<file path="config.mk">
export PLATFORM = sky130hd
export DESIGN_NAME = c_literal_escape_decoder_core
export DESIGN_NICKNAME = d
export VERILOG_FILES = /design/src/hdl/ced_pkg.sv /design/src/hdl/ced_front.sv /design/src/hdl/ced_queue.sv /design/src/hdl/ced_back.sv /design/src/hdl/c_literal_escape_decoder_core.sv
export SDC_FILE = /design/constraint.sdc
export NUM_CORES = 1
export LEC_CHECK = 0
export BUFFER_PORTS_ARGS = -buffer_cell sky130_fd_sc_hd__buf_2
export CAP_MARGIN = 20
export CORE_MARGIN = 2
export CORE_UTILIZATION = 50
export DETAILED_ROUTE_END_ITERATION = 8
export PLACE_DENSITY = 0.65
export SYNTH_ARGS = -nofsm -noshare
export SYNTH_HDL_FRONTEND = slang
export SYNTH_HIERARCHICAL = 1
export SYNTH_SLANG_ARGS = --single-unit
</file>
<file path="constraint.sdc">
create_clock -name clk -period 10.75 [get_ports clk]
set_clock_uncertainty 0.2 [all_clocks]
set_input_delay 0 -clock clk [delete_from_list [all_inputs] [get_ports clk]]
set_output_delay 0 -clock clk [all_outputs]
set_load 0.02 [all_outputs]
</file>
<file path="src/hdl/ced_pkg.sv">
// Shared types, character codes and packing helper for the C literal escape decoder.
// Used by ced_front, ced_queue, ced_back and c_literal_escape_decoder_core.
package ced_pkg;

  localparam int VALUE_BITS  = 64;   // width of the packed character-constant value
  localparam int QDEPTH      = 4;    // entries in the front-to-back queue
  localparam int QPTR_W      = $clog2(QDEPTH);
  localparam int QCNT_W      = $clog2(QDEPTH + 1);
  localparam int OCT_W       = 9;
  localparam int OCT_DIGITS  = 3;

  localparam logic [7:0] CH_NUL    = 8'h00;
  localparam logic [7:0] CH_BS     = 8'h08;
  localparam logic [7:0] CH_TAB    = 8'h09;
  localparam logic [7:0] CH_LF     = 8'h0A;
  localparam logic [7:0] CH_FF     = 8'h0C;
  localparam logic [7:0] CH_CR     = 8'h0D;
  localparam logic [7:0] CH_SQUOTE = 8'h27;
  localparam logic [7:0] CH_ZERO   = 8'h30;
  localparam logic [7:0] CH_SEVEN  = 8'h37;
  localparam logic [7:0] CH_BSLASH = 8'h5C;
  localparam logic [7:0] CH_B      = 8'h62;
  localparam logic [7:0] CH_F      = 8'h66;
  localparam logic [7:0] CH_N      = 8'h6E;
  localparam logic [7:0] CH_R      = 8'h72;
  localparam logic [7:0] CH_T      = 8'h74;
  localparam logic [7:0] OCT_MASK  = 8'hFF;

  localparam logic MODE_OPEN = 1'b0;
  localparam logic MODE_CHAR = 1'b1;

  localparam logic KIND_BYTE = 1'b0;
  localparam logic KIND_END  = 1'b1;

  typedef struct packed {
    logic       mode;
    logic [7:0] symbol;
  } in_word_t;

  typedef struct packed {
    logic        kind;
    logic [7:0]  data_byte;
    logic [63:0] char_value;
    logic        is_char_const;
    logic        newline_error;
    logic        last;
  } out_word_t;

  // one queue entry holds every result of one input word
  typedef struct packed {
    logic      two;
    out_word_t r0;
    out_word_t r1;
  } entry_t;

  typedef struct packed {
    logic full;
    logic empty;
  } q_status_t;

  typedef struct packed {
    logic [VALUE_BITS-1:0] pv;
    logic                  stopped;
  } pack_t;

  function automatic pack_t pack_byte(input pack_t cur, input logic is_char,
                                      input logic [7:0] b);
    pack_t r;
    r = cur;
    if (is_char && !cur.stopped) begin
      if (b == CH_NUL) begin
        r.stopped = 1'b1;
      end else begin
        r.pv = (cur.pv << 8) | VALUE_BITS'(b);
      end
    end
    return r;
  endfunction

  function automatic logic is_octal(input logic [7:0] c);
    return (c >= CH_ZERO) && (c <= CH_SEVEN);
  endfunction

  function automatic logic [7:0] map_escape(input logic [7:0] c);
    logic [7:0] r;
    case (c)
      CH_N:    r = CH_LF;
      CH_T:    r = CH_TAB;
      CH_B:    r = CH_BS;
      CH_R:    r = CH_CR;
      CH_F:    r = CH_FF;
      default: r = c;
    endcase
    return r;
  endfunction

endpackage

</file>
<file path="src/hdl/ced_front.sv">
// Front end: holds the literal state, classifies each character word and
// builds the queue entry with its results. Depends on ced_pkg.
module ced_front (
  input  logic              clk,
  input  logic              rst_n,
  input  logic              acc,
  input  ced_pkg::in_word_t in_word,
  output logic              push,
  output ced_pkg::entry_t   push_entry
);

  logic                            open_r, open_nxt;
  logic [7:0]                      delim_r, delim_nxt;
  logic                            esc_r, esc_nxt;
  logic                            oct_r, oct_nxt;
  logic [ced_pkg::OCT_W-1:0]       oacc_r, oacc_nxt;
  logic [1:0]                      odig_r, odig_nxt;
  ced_pkg::pack_t                  pk_r, pk_nxt;

  logic                            isq;
  logic [7:0]                      c;
  logic                            a_emit;
  logic [7:0]                      a_byte;
  logic                            do_plain;
  logic                            b_end, b_nl, b_emit;
  ced_pkg::pack_t                  pk_a, pk_b;
  ced_pkg::out_word_t              res_a, res_b;

  always_comb begin
    c        = in_word.symbol;
    isq      = (delim_r == ced_pkg::CH_SQUOTE);
    open_nxt = open_r;
    delim_nxt = delim_r;
    esc_nxt  = esc_r;
    oct_nxt  = oct_r;
    oacc_nxt = oacc_r;
    odig_nxt = odig_r;
    a_emit   = 1'b0;
    a_byte   = '0;
    do_plain = 1'b0;

    if (in_word.mode == ced_pkg::MODE_CHAR && open_r) begin
      if (oct_r) begin
        if (ced_pkg::is_octal(c) && odig_r < 2'(ced_pkg::OCT_DIGITS)) begin
          oacc_nxt = (oacc_r << 3) + ced_pkg::OCT_W'(c - ced_pkg::CH_ZERO);
          odig_nxt = odig_r + 2'd1;
          if (odig_nxt == 2'(ced_pkg::OCT_DIGITS)) begin
            a_emit   = 1'b1;
            a_byte   = oacc_nxt[7:0] & ced_pkg::OCT_MASK;
            oct_nxt  = 1'b0;
            oacc_nxt = '0;
            odig_nxt = '0;
          end
        end else begin
          // run cut short: flush the byte, then treat c as unescaped
          a_emit   = 1'b1;
          a_byte   = oacc_r[7:0] & ced_pkg::OCT_MASK;
          oct_nxt  = 1'b0;
          oacc_nxt = '0;
          odig_nxt = '0;
          do_plain = 1'b1;
        end
      end else if (esc_r) begin
        esc_nxt = 1'b0;
        if (ced_pkg::is_octal(c)) begin
          oct_nxt  = 1'b1;
          oacc_nxt = ced_pkg::OCT_W'(c - ced_pkg::CH_ZERO);
          odig_nxt = 2'd1;
        end else begin
          a_emit = 1'b1;
          a_byte = ced_pkg::map_escape(c);
        end
      end else begin
        do_plain = 1'b1;
      end
    end

    // unescaped character: delimiter test comes first
    b_end  = do_plain && ((c == delim_r) || (c == ced_pkg::CH_LF));
    b_nl   = do_plain && (c != delim_r) && (c == ced_pkg::CH_LF);
    b_emit = do_plain && !b_end && (c != ced_pkg::CH_BSLASH);
    if (do_plain && !b_end && c == ced_pkg::CH_BSLASH) begin
      esc_nxt = 1'b1;
    end

    pk_a = a_emit ? ced_pkg::pack_byte(pk_r, isq, a_byte) : pk_r;
    pk_b = b_emit ? ced_pkg::pack_byte(pk_a, isq, c) : pk_a;
    pk_nxt = pk_b;

    if (b_end) begin
      open_nxt = 1'b0;
      esc_nxt  = 1'b0;
      oct_nxt  = 1'b0;
      oacc_nxt = '0;
      odig_nxt = '0;
      pk_nxt   = '0;
    end

    if (in_word.mode == ced_pkg::MODE_OPEN) begin
      open_nxt  = 1'b1;
      delim_nxt = c;
      esc_nxt   = 1'b0;
      oct_nxt   = 1'b0;
      oacc_nxt  = '0;
      odig_nxt  = '0;
      pk_nxt    = '0;
    end

    res_a.kind          = ced_pkg::KIND_BYTE;
    res_a.data_byte     = a_byte;
    res_a.char_value    = '0;
    res_a.is_char_const = isq;
    res_a.newline_error = 1'b0;
    res_a.last          = !(b_end || b_emit);

    res_b.kind          = b_end ? ced_pkg::KIND_END : ced_pkg::KIND_BYTE;
    res_b.data_byte     = b_end ? 8'h00 : c;
    res_b.char_value    = (b_end && isq) ? 64'(pk_a.pv) : 64'h0;
    res_b.is_char_const = isq;
    res_b.newline_error = b_nl;
    res_b.last          = 1'b1;

    push_entry.two = a_emit && (b_end || b_emit);
    push_entry.r0  = a_emit ? res_a : res_b;
    push_entry.r1  = res_b;
    push           = acc && (a_emit || b_end || b_emit);
  end

  always_ff @(posedge clk) begin
    if (!rst_n) begin
      open_r  <= 1'b0;
      delim_r <= '0;
      esc_r   <= 1'b0;
      oct_r   <= 1'b0;
      oacc_r  <= '0;
      odig_r  <= '0;
      pk_r    <= '0;
    end else if (acc) begin
      open_r  <= open_nxt;
      delim_r <= delim_nxt;
      esc_r   <= esc_nxt;
      oct_r   <= oct_nxt;
      oacc_r  <= oacc_nxt;
      odig_r  <= odig_nxt;
      pk_r    <= pk_nxt;
    end
  end

endmodule

</file>
<file path="src/hdl/ced_queue.sv">
// Short FIFO of result entries between the front and back ends.
// Depends on ced_pkg.
module ced_queue (
  input  logic                clk,
  input  logic                rst_n,
  input  logic                push,
  input  ced_pkg::entry_t     push_entry,
  input  logic                pop,
  output ced_pkg::entry_t     head,
  output ced_pkg::q_status_t  status
);

  ced_pkg::entry_t                 mem_r [ced_pkg::QDEPTH];
  logic [ced_pkg::QPTR_W-1:0]      wr_ptr_r, rd_ptr_r;
  logic [ced_pkg::QCNT_W-1:0]      cnt_r, cnt_nxt;

  assign head         = mem_r[rd_ptr_r];
  assign status.full  = (cnt_r == ced_pkg::QCNT_W'(ced_pkg::QDEPTH));
  assign status.empty = (cnt_r == '0);

  always_comb begin
    cnt_nxt = cnt_r;
    if (push && !pop) begin
      cnt_nxt = cnt_r + 1'b1;
    end else if (pop && !push) begin
      cnt_nxt = cnt_r - 1'b1;
    end
  end

  always_ff @(posedge clk) begin
    if (push) begin
      mem_r[wr_ptr_r] <= push_entry;
    end
  end

  always_ff @(posedge clk) begin
    if (!rst_n) begin
      wr_ptr_r <= '0;
      rd_ptr_r <= '0;
      cnt_r    <= '0;
    end else begin
      if (push) begin
        wr_ptr_r <= wr_ptr_r + 1'b1;
      end
      if (pop) begin
        rd_ptr_r <= rd_ptr_r + 1'b1;
      end
      cnt_r <= cnt_nxt;
    end
  end

`ifndef NO_ASSERTIONS
  a_cnt_bound: assert property (@(posedge clk) disable iff (!rst_n)
    cnt_r <= ced_pkg::QCNT_W'(ced_pkg::QDEPTH))
    else $error("queue count above depth");

  a_no_pop_empty: assert property (@(posedge clk) disable iff (!rst_n)
    pop |-> !status.empty)
    else $error("pop from empty queue");

  a_no_push_full: assert property (@(posedge clk) disable iff (!rst_n)
    status.full && !pop |-> !push)
    else $error("push into full queue");
`endif

endmodule

</file>
<file path="src/hdl/ced_back.sv">
// Back end: serializes each queue entry into one or two output words.
// Depends on ced_pkg.
module ced_back (
  input  logic                clk,
  input  logic                rst_n,
  input  ced_pkg::entry_t     head,
  input  ced_pkg::q_status_t  status,
  output logic                pop,
  output logic                out_valid,
  input  logic                out_ready,
  output ced_pkg::out_word_t  out_data
);

  logic sel_r, sel_nxt;   // set while the second word of an entry is shown
  logic take;

  assign out_valid = !status.empty;
  assign out_data  = sel_r ? head.r1 : head.r0;
  assign take      = out_valid && out_ready;

  always_comb begin
    sel_nxt = sel_r;
    pop     = 1'b0;
    if (take) begin
      if (head.two && !sel_r) begin
        sel_nxt = 1'b1;
      end else begin
        sel_nxt = 1'b0;
        pop     = 1'b1;
      end
    end
  end

  always_ff @(posedge clk) begin
    if (!rst_n) begin
      sel_r <= 1'b0;
    end else begin
      sel_r <= sel_nxt;
    end
  end

`ifndef NO_ASSERTIONS
  a_pop_on_last: assert property (@(posedge clk) disable iff (!rst_n)
    pop |-> out_data.last)
    else $error("entry popped before its last word");

  a_sel_needs_two: assert property (@(posedge clk) disable iff (!rst_n)
    sel_r |-> (out_valid && head.two))
    else $error("second word selected for a single-word entry");

  a_first_then_second: assert property (@(posedge clk) disable iff (!rst_n)
    take && !pop |=> sel_r)
    else $error("second word of entry skipped");
`endif

endmodule

</file>
<file path="src/hdl/c_literal_escape_decoder_core.sv">
// C literal escape decoder, top level: front end, result queue, back end.
// Depends on ced_pkg, ced_front, ced_queue, ced_back.
//
// Input channel (in_valid/in_ready/in_data): one word per source character.
//   mode 0 opens a literal with symbol as delimiter, mode 1 feeds a character.
// Output channel (out_valid/out_ready/out_data): decoded bytes and end words;
//   last marks the final output word caused by one input word.
// Results are registered in the queue before they reach the output.
// Throughput: one input word per clock unless the queue is full. The front
//   end updates all literal state in the accept cycle, so consecutive
//   characters never wait on each other. A character yielding two words (an
//   octal run cut short) is sent as two words; the four-entry queue absorbs it.
// in_ready drops only when the queue is full. Words that yield no output
//   (opens, backslashes, octal digits mid-run) are taken even while the
//   receiver stalls, as long as the queue has room.
// When the receiver stalls, out_data holds and queued words wait in order.
// Reset (rst_n low, synchronous) closes any open literal and empties the
//   queue; no clearing pass is needed.
module c_literal_escape_decoder_core (
  input  logic               clk,
  input  logic               rst_n,
  input  logic               in_valid,
  output logic               in_ready,
  input  ced_pkg::in_word_t  in_data,
  output logic               out_valid,
  input  logic               out_ready,
  output ced_pkg::out_word_t out_data
);

  logic               acc;
  logic               push;
  logic               pop;
  ced_pkg::entry_t    push_entry;
  ced_pkg::entry_t    head;
  ced_pkg::q_status_t status;

  assign in_ready = !status.full;
  assign acc      = in_valid && in_ready;

  ced_front u_front (
    .clk        (clk),
    .rst_n      (rst_n),
    .acc        (acc),
    .in_word    (in_data),
    .push       (push),
    .push_entry (push_entry)
  );

  ced_queue u_queue (
    .clk        (clk),
    .rst_n      (rst_n),
    .push       (push),
    .push_entry (push_entry),
    .pop        (pop),
    .head       (head),
    .status     (status)
  );

  ced_back u_back (
    .clk       (clk),
    .rst_n     (rst_n),
    .head      (head),
    .status    (status),
    .pop       (pop),
    .out_valid (out_valid),
    .out_ready (out_ready),
    .out_data  (out_data)
  );

endmodule
</file>
==> flow_metrics.tcl <==
set metrics [dict create \
    switchingPower_w 0.00141 \
    gp_congestion 0.857 \
    num-nets-final 2056 \
    worstSetupPathType "input port to flop" \
    run_status "finished, final reports clean" \
    grt_max_degree 116 \
    drive_gt1_share_pct 23.2 \
    overflow 0 \
    first_pass_iters 5 \
    ys_top_cells_by_area "edfxtp_1 (60%), mux4_2 (11%), dfxtp_1 (6.3%)" \
    setup_ws_ps 5620 \
    worst_ep_required_time_ps 10760 \
    core_mm2 0.0604 \
    final_common_cell "edfxtp_1" \
    intPower_w 0.00473 \
    detail_route.wl_per_cell_um 25.0 \
    wl_um 71700 \
    start_util_pct 50.6 \
    cts_resized 0 \
    finalCriticalPeriod_ps 5130 \
    syn_nets 1976 \
    htreeDepth 3 \
    hold_path_class "input port to flop" \
    cp-start-kind "input port" \
    yosysTopAreaCellShare_pct 60.2 \
    power_frac_seq_pct 49.0 \
    path_max_fanout 62 \
    dieArea_mm2 0.0631 \
    fmax_ghz 0.195 \
    ys_ff_latch 708 \
    cts_buffer_depth 3 \
    yosys_warnings 6 \
    cp_data_arrival_time_ps 5140 \
    p_comb_share_pct 11.0 \
    syn_to_final_growth_pct 11.7 \
    grt_usage_pct 22.9 \
    ant_nets 0 \
    multi_input_area_mm2 0.00948 \
    cts_tree "yes" \
    finalCritPeriodShare_pct 47.7 \
    num-fill-cells 4696 \
    cts_made_buffers 72 \
    synthCells 1948 \
    end_kind "flop" \
    worstMarginPinSlew_ps 1100 \
    tns_ps 0 \
    dpl_worst_slack_ps 5630 \
    route.detailed.drc 0 \
    syn_area_mm2 0.0305 \
    clock_latency_ps 620 \
    rsz0062_at_grt "false" \
    num_rows 90 \
    pwr-share-clk_pct 40.0 \
    fp.dieH_um 251 \
    max-vdd-ir-drop_uv 115 \
    place_inst 2713 \
    whs_ps 212 \
    regArea_mm2 0.0203 \
    grt_pass1_vias 17915 \
    grt_pass1_wl_um 110000 \
    synth.distinct_cells 70 \
    seq_area_frac_synth_pct 66.5 \
    vias_per_cell 6.16 \
    final_hold_viol_count 0 \
    slew_headroom_pct 26.5 \
    die_x_um 251 \
    synthFlopType "edfxtp_1" \
    hpwlAfterDp_um 40500 \
    synth_edf_count 612 \
    path_clk_slew_ps 60 \
    power_density_mw_per_mm2 180 \
    final_cells 2866 \
    switching_share_pct 23.0 \
    diodes 0 \
    fin_area_mm2 0.0341 \
    root_buffer "clkbuf_16" \
    setup_viol 0 \
    yosys.area.top_type "edfxtp_1" \
    async_flop_share_pct 0 \
    port_buffers 90 \
    dr.first_iter.drc_count 1775 \
    grt_antenna_before_repair 2 \
    ioPinCount 91 \
    cap_violations 0 \
    vias 17653 \
    slew_violations 0 \
    numClockSinks 708 \
    place_area_mm2 0.0315 \
    syn_avg_cell_area_um2 15.7 \
    leakage_nw 10.5 \
    layout_common_cells "edfxtp_1 (612), o21ai_0 (166), nand2_1 (157), mux4_2 (153), a21oi_1 (135)" \
]
[worst max-delay path, stage by stage]
cell and delay (ps):
dlygate4sd3_1 550, buf_2 220, inv_1 230, ha_1 190, nor3b_1 380, nand3_1 190
o21ai_0 150, nand2_1 230, clkinv_1 280, nor2_1 190, a21oi_1 590, and2_4 930
buf_4 910
[worst paths after layout]
kind | startpoint | end | slack, ps | depth (start not counted)
worst max register to register | u_front/open_r | u_queue/mem_r[0][113] | 5620 | 8
worst min-delay path | out_ready | u_back/sel_r | 210 | 5
worst max-delay path | in_data[4] | u_queue/mem_r[0][113] | 5620 | 13
worst min register to register | u_front/oacc_r[6] | u_front/oacc_r[6] | 270 | 2
[power by group through the flow]
stage	Combinational [W]	Clock [W]	Sequential, W
after global placement	0.000680	0	0.00307
after floorplan	0.000549	0	0.00304
after global routing	0.000729	0.00261	0.00302
after CTS	0.000692	0.00250	0.00301
after detailed placement	0.000682	0	0.00307
final	0.000677	0.00245	0.00301
[per-layer routing]
metal	vias to the layer above	share of wire, %	GRT usage, %
met5	-	0	0
met4	0	2.5	7.53
met3	114	6.6	3.41
met2	679	49	37.9
met1	9081	41	31.6
li1	7779	-	-
[registers in the layout, summed over array words and instances (netlist names), named ones only]
name	cells
u_front/pk_r	65
u_front/delim_r	8
u_queue/wr_ptr_r	2
u_front/odig_r	2
u_front/esc_r	1
u_queue/cnt_r	3
u_back/sel_r	1
u_queue/rd_ptr_r	2
u_queue/mem_r	612
u_front/oacc_r	8
u_front/oct_r	1
u_front/open_r	1
[logic make-up (layout without fill, tap and decap cells)]
logic type,Yosys count,in the layout,synth area share [%]
AO/OA/AOI/OAI,446,446,8.92
XOR/XNOR,21,21,0.647
AND/OR/NAND/NOR,358,358,5.83
flip-flops,708,708,66.5
other,1,1,0.0123
adder cells (fa/ha/maj),15,15,0.664
buffers and inverters,160,296,2.65
multiplexers,239,239,14.8
[metrics by stage]
step	power, W	utilization [%]
floorplan	0.00359	-
global placement	0.00375	52.2
detailed placement	0.00375	52.2
CTS	0.00620	56.5
global route	0.00635	56.5
finish	0.00614	56.5
[synth_stat cells (15+ instances only)]
cell type and number:
edfxtp_1 612, o21ai_0 166, nand2_1 158, mux4_2 153
a21oi_1 135, dfxtp_1 96, and2_1 70, clkbuf_1 69
o2bb2ai_1 54, mux2_2 49, nor2_1 43, buf_2 40
mux2_4 30, inv_1 22, a21boi_0 21, nor2b_1 17
xnor2_1 15
[cell type report]
cell class / count / area share, %
Clock buffer: 97 / 6.11
Clock inverter: 33 / 0.748
Inverter: 23 / 0.253
Multi-Input combinational cell: 1080 / 27.8
Sequential cell: 708 / 59.6
Tap cell: 782 / 2.87
Timing Repair Buffer: 143 / 2.66
[timing repair]
item,CTS,global route
hold buffers,23,0
setup endpoints to repair,0,0
buffers inserted,0,0
endpoints found under the hold margin,103,0
Note: power is estimated with default switching activity, not from simulation.
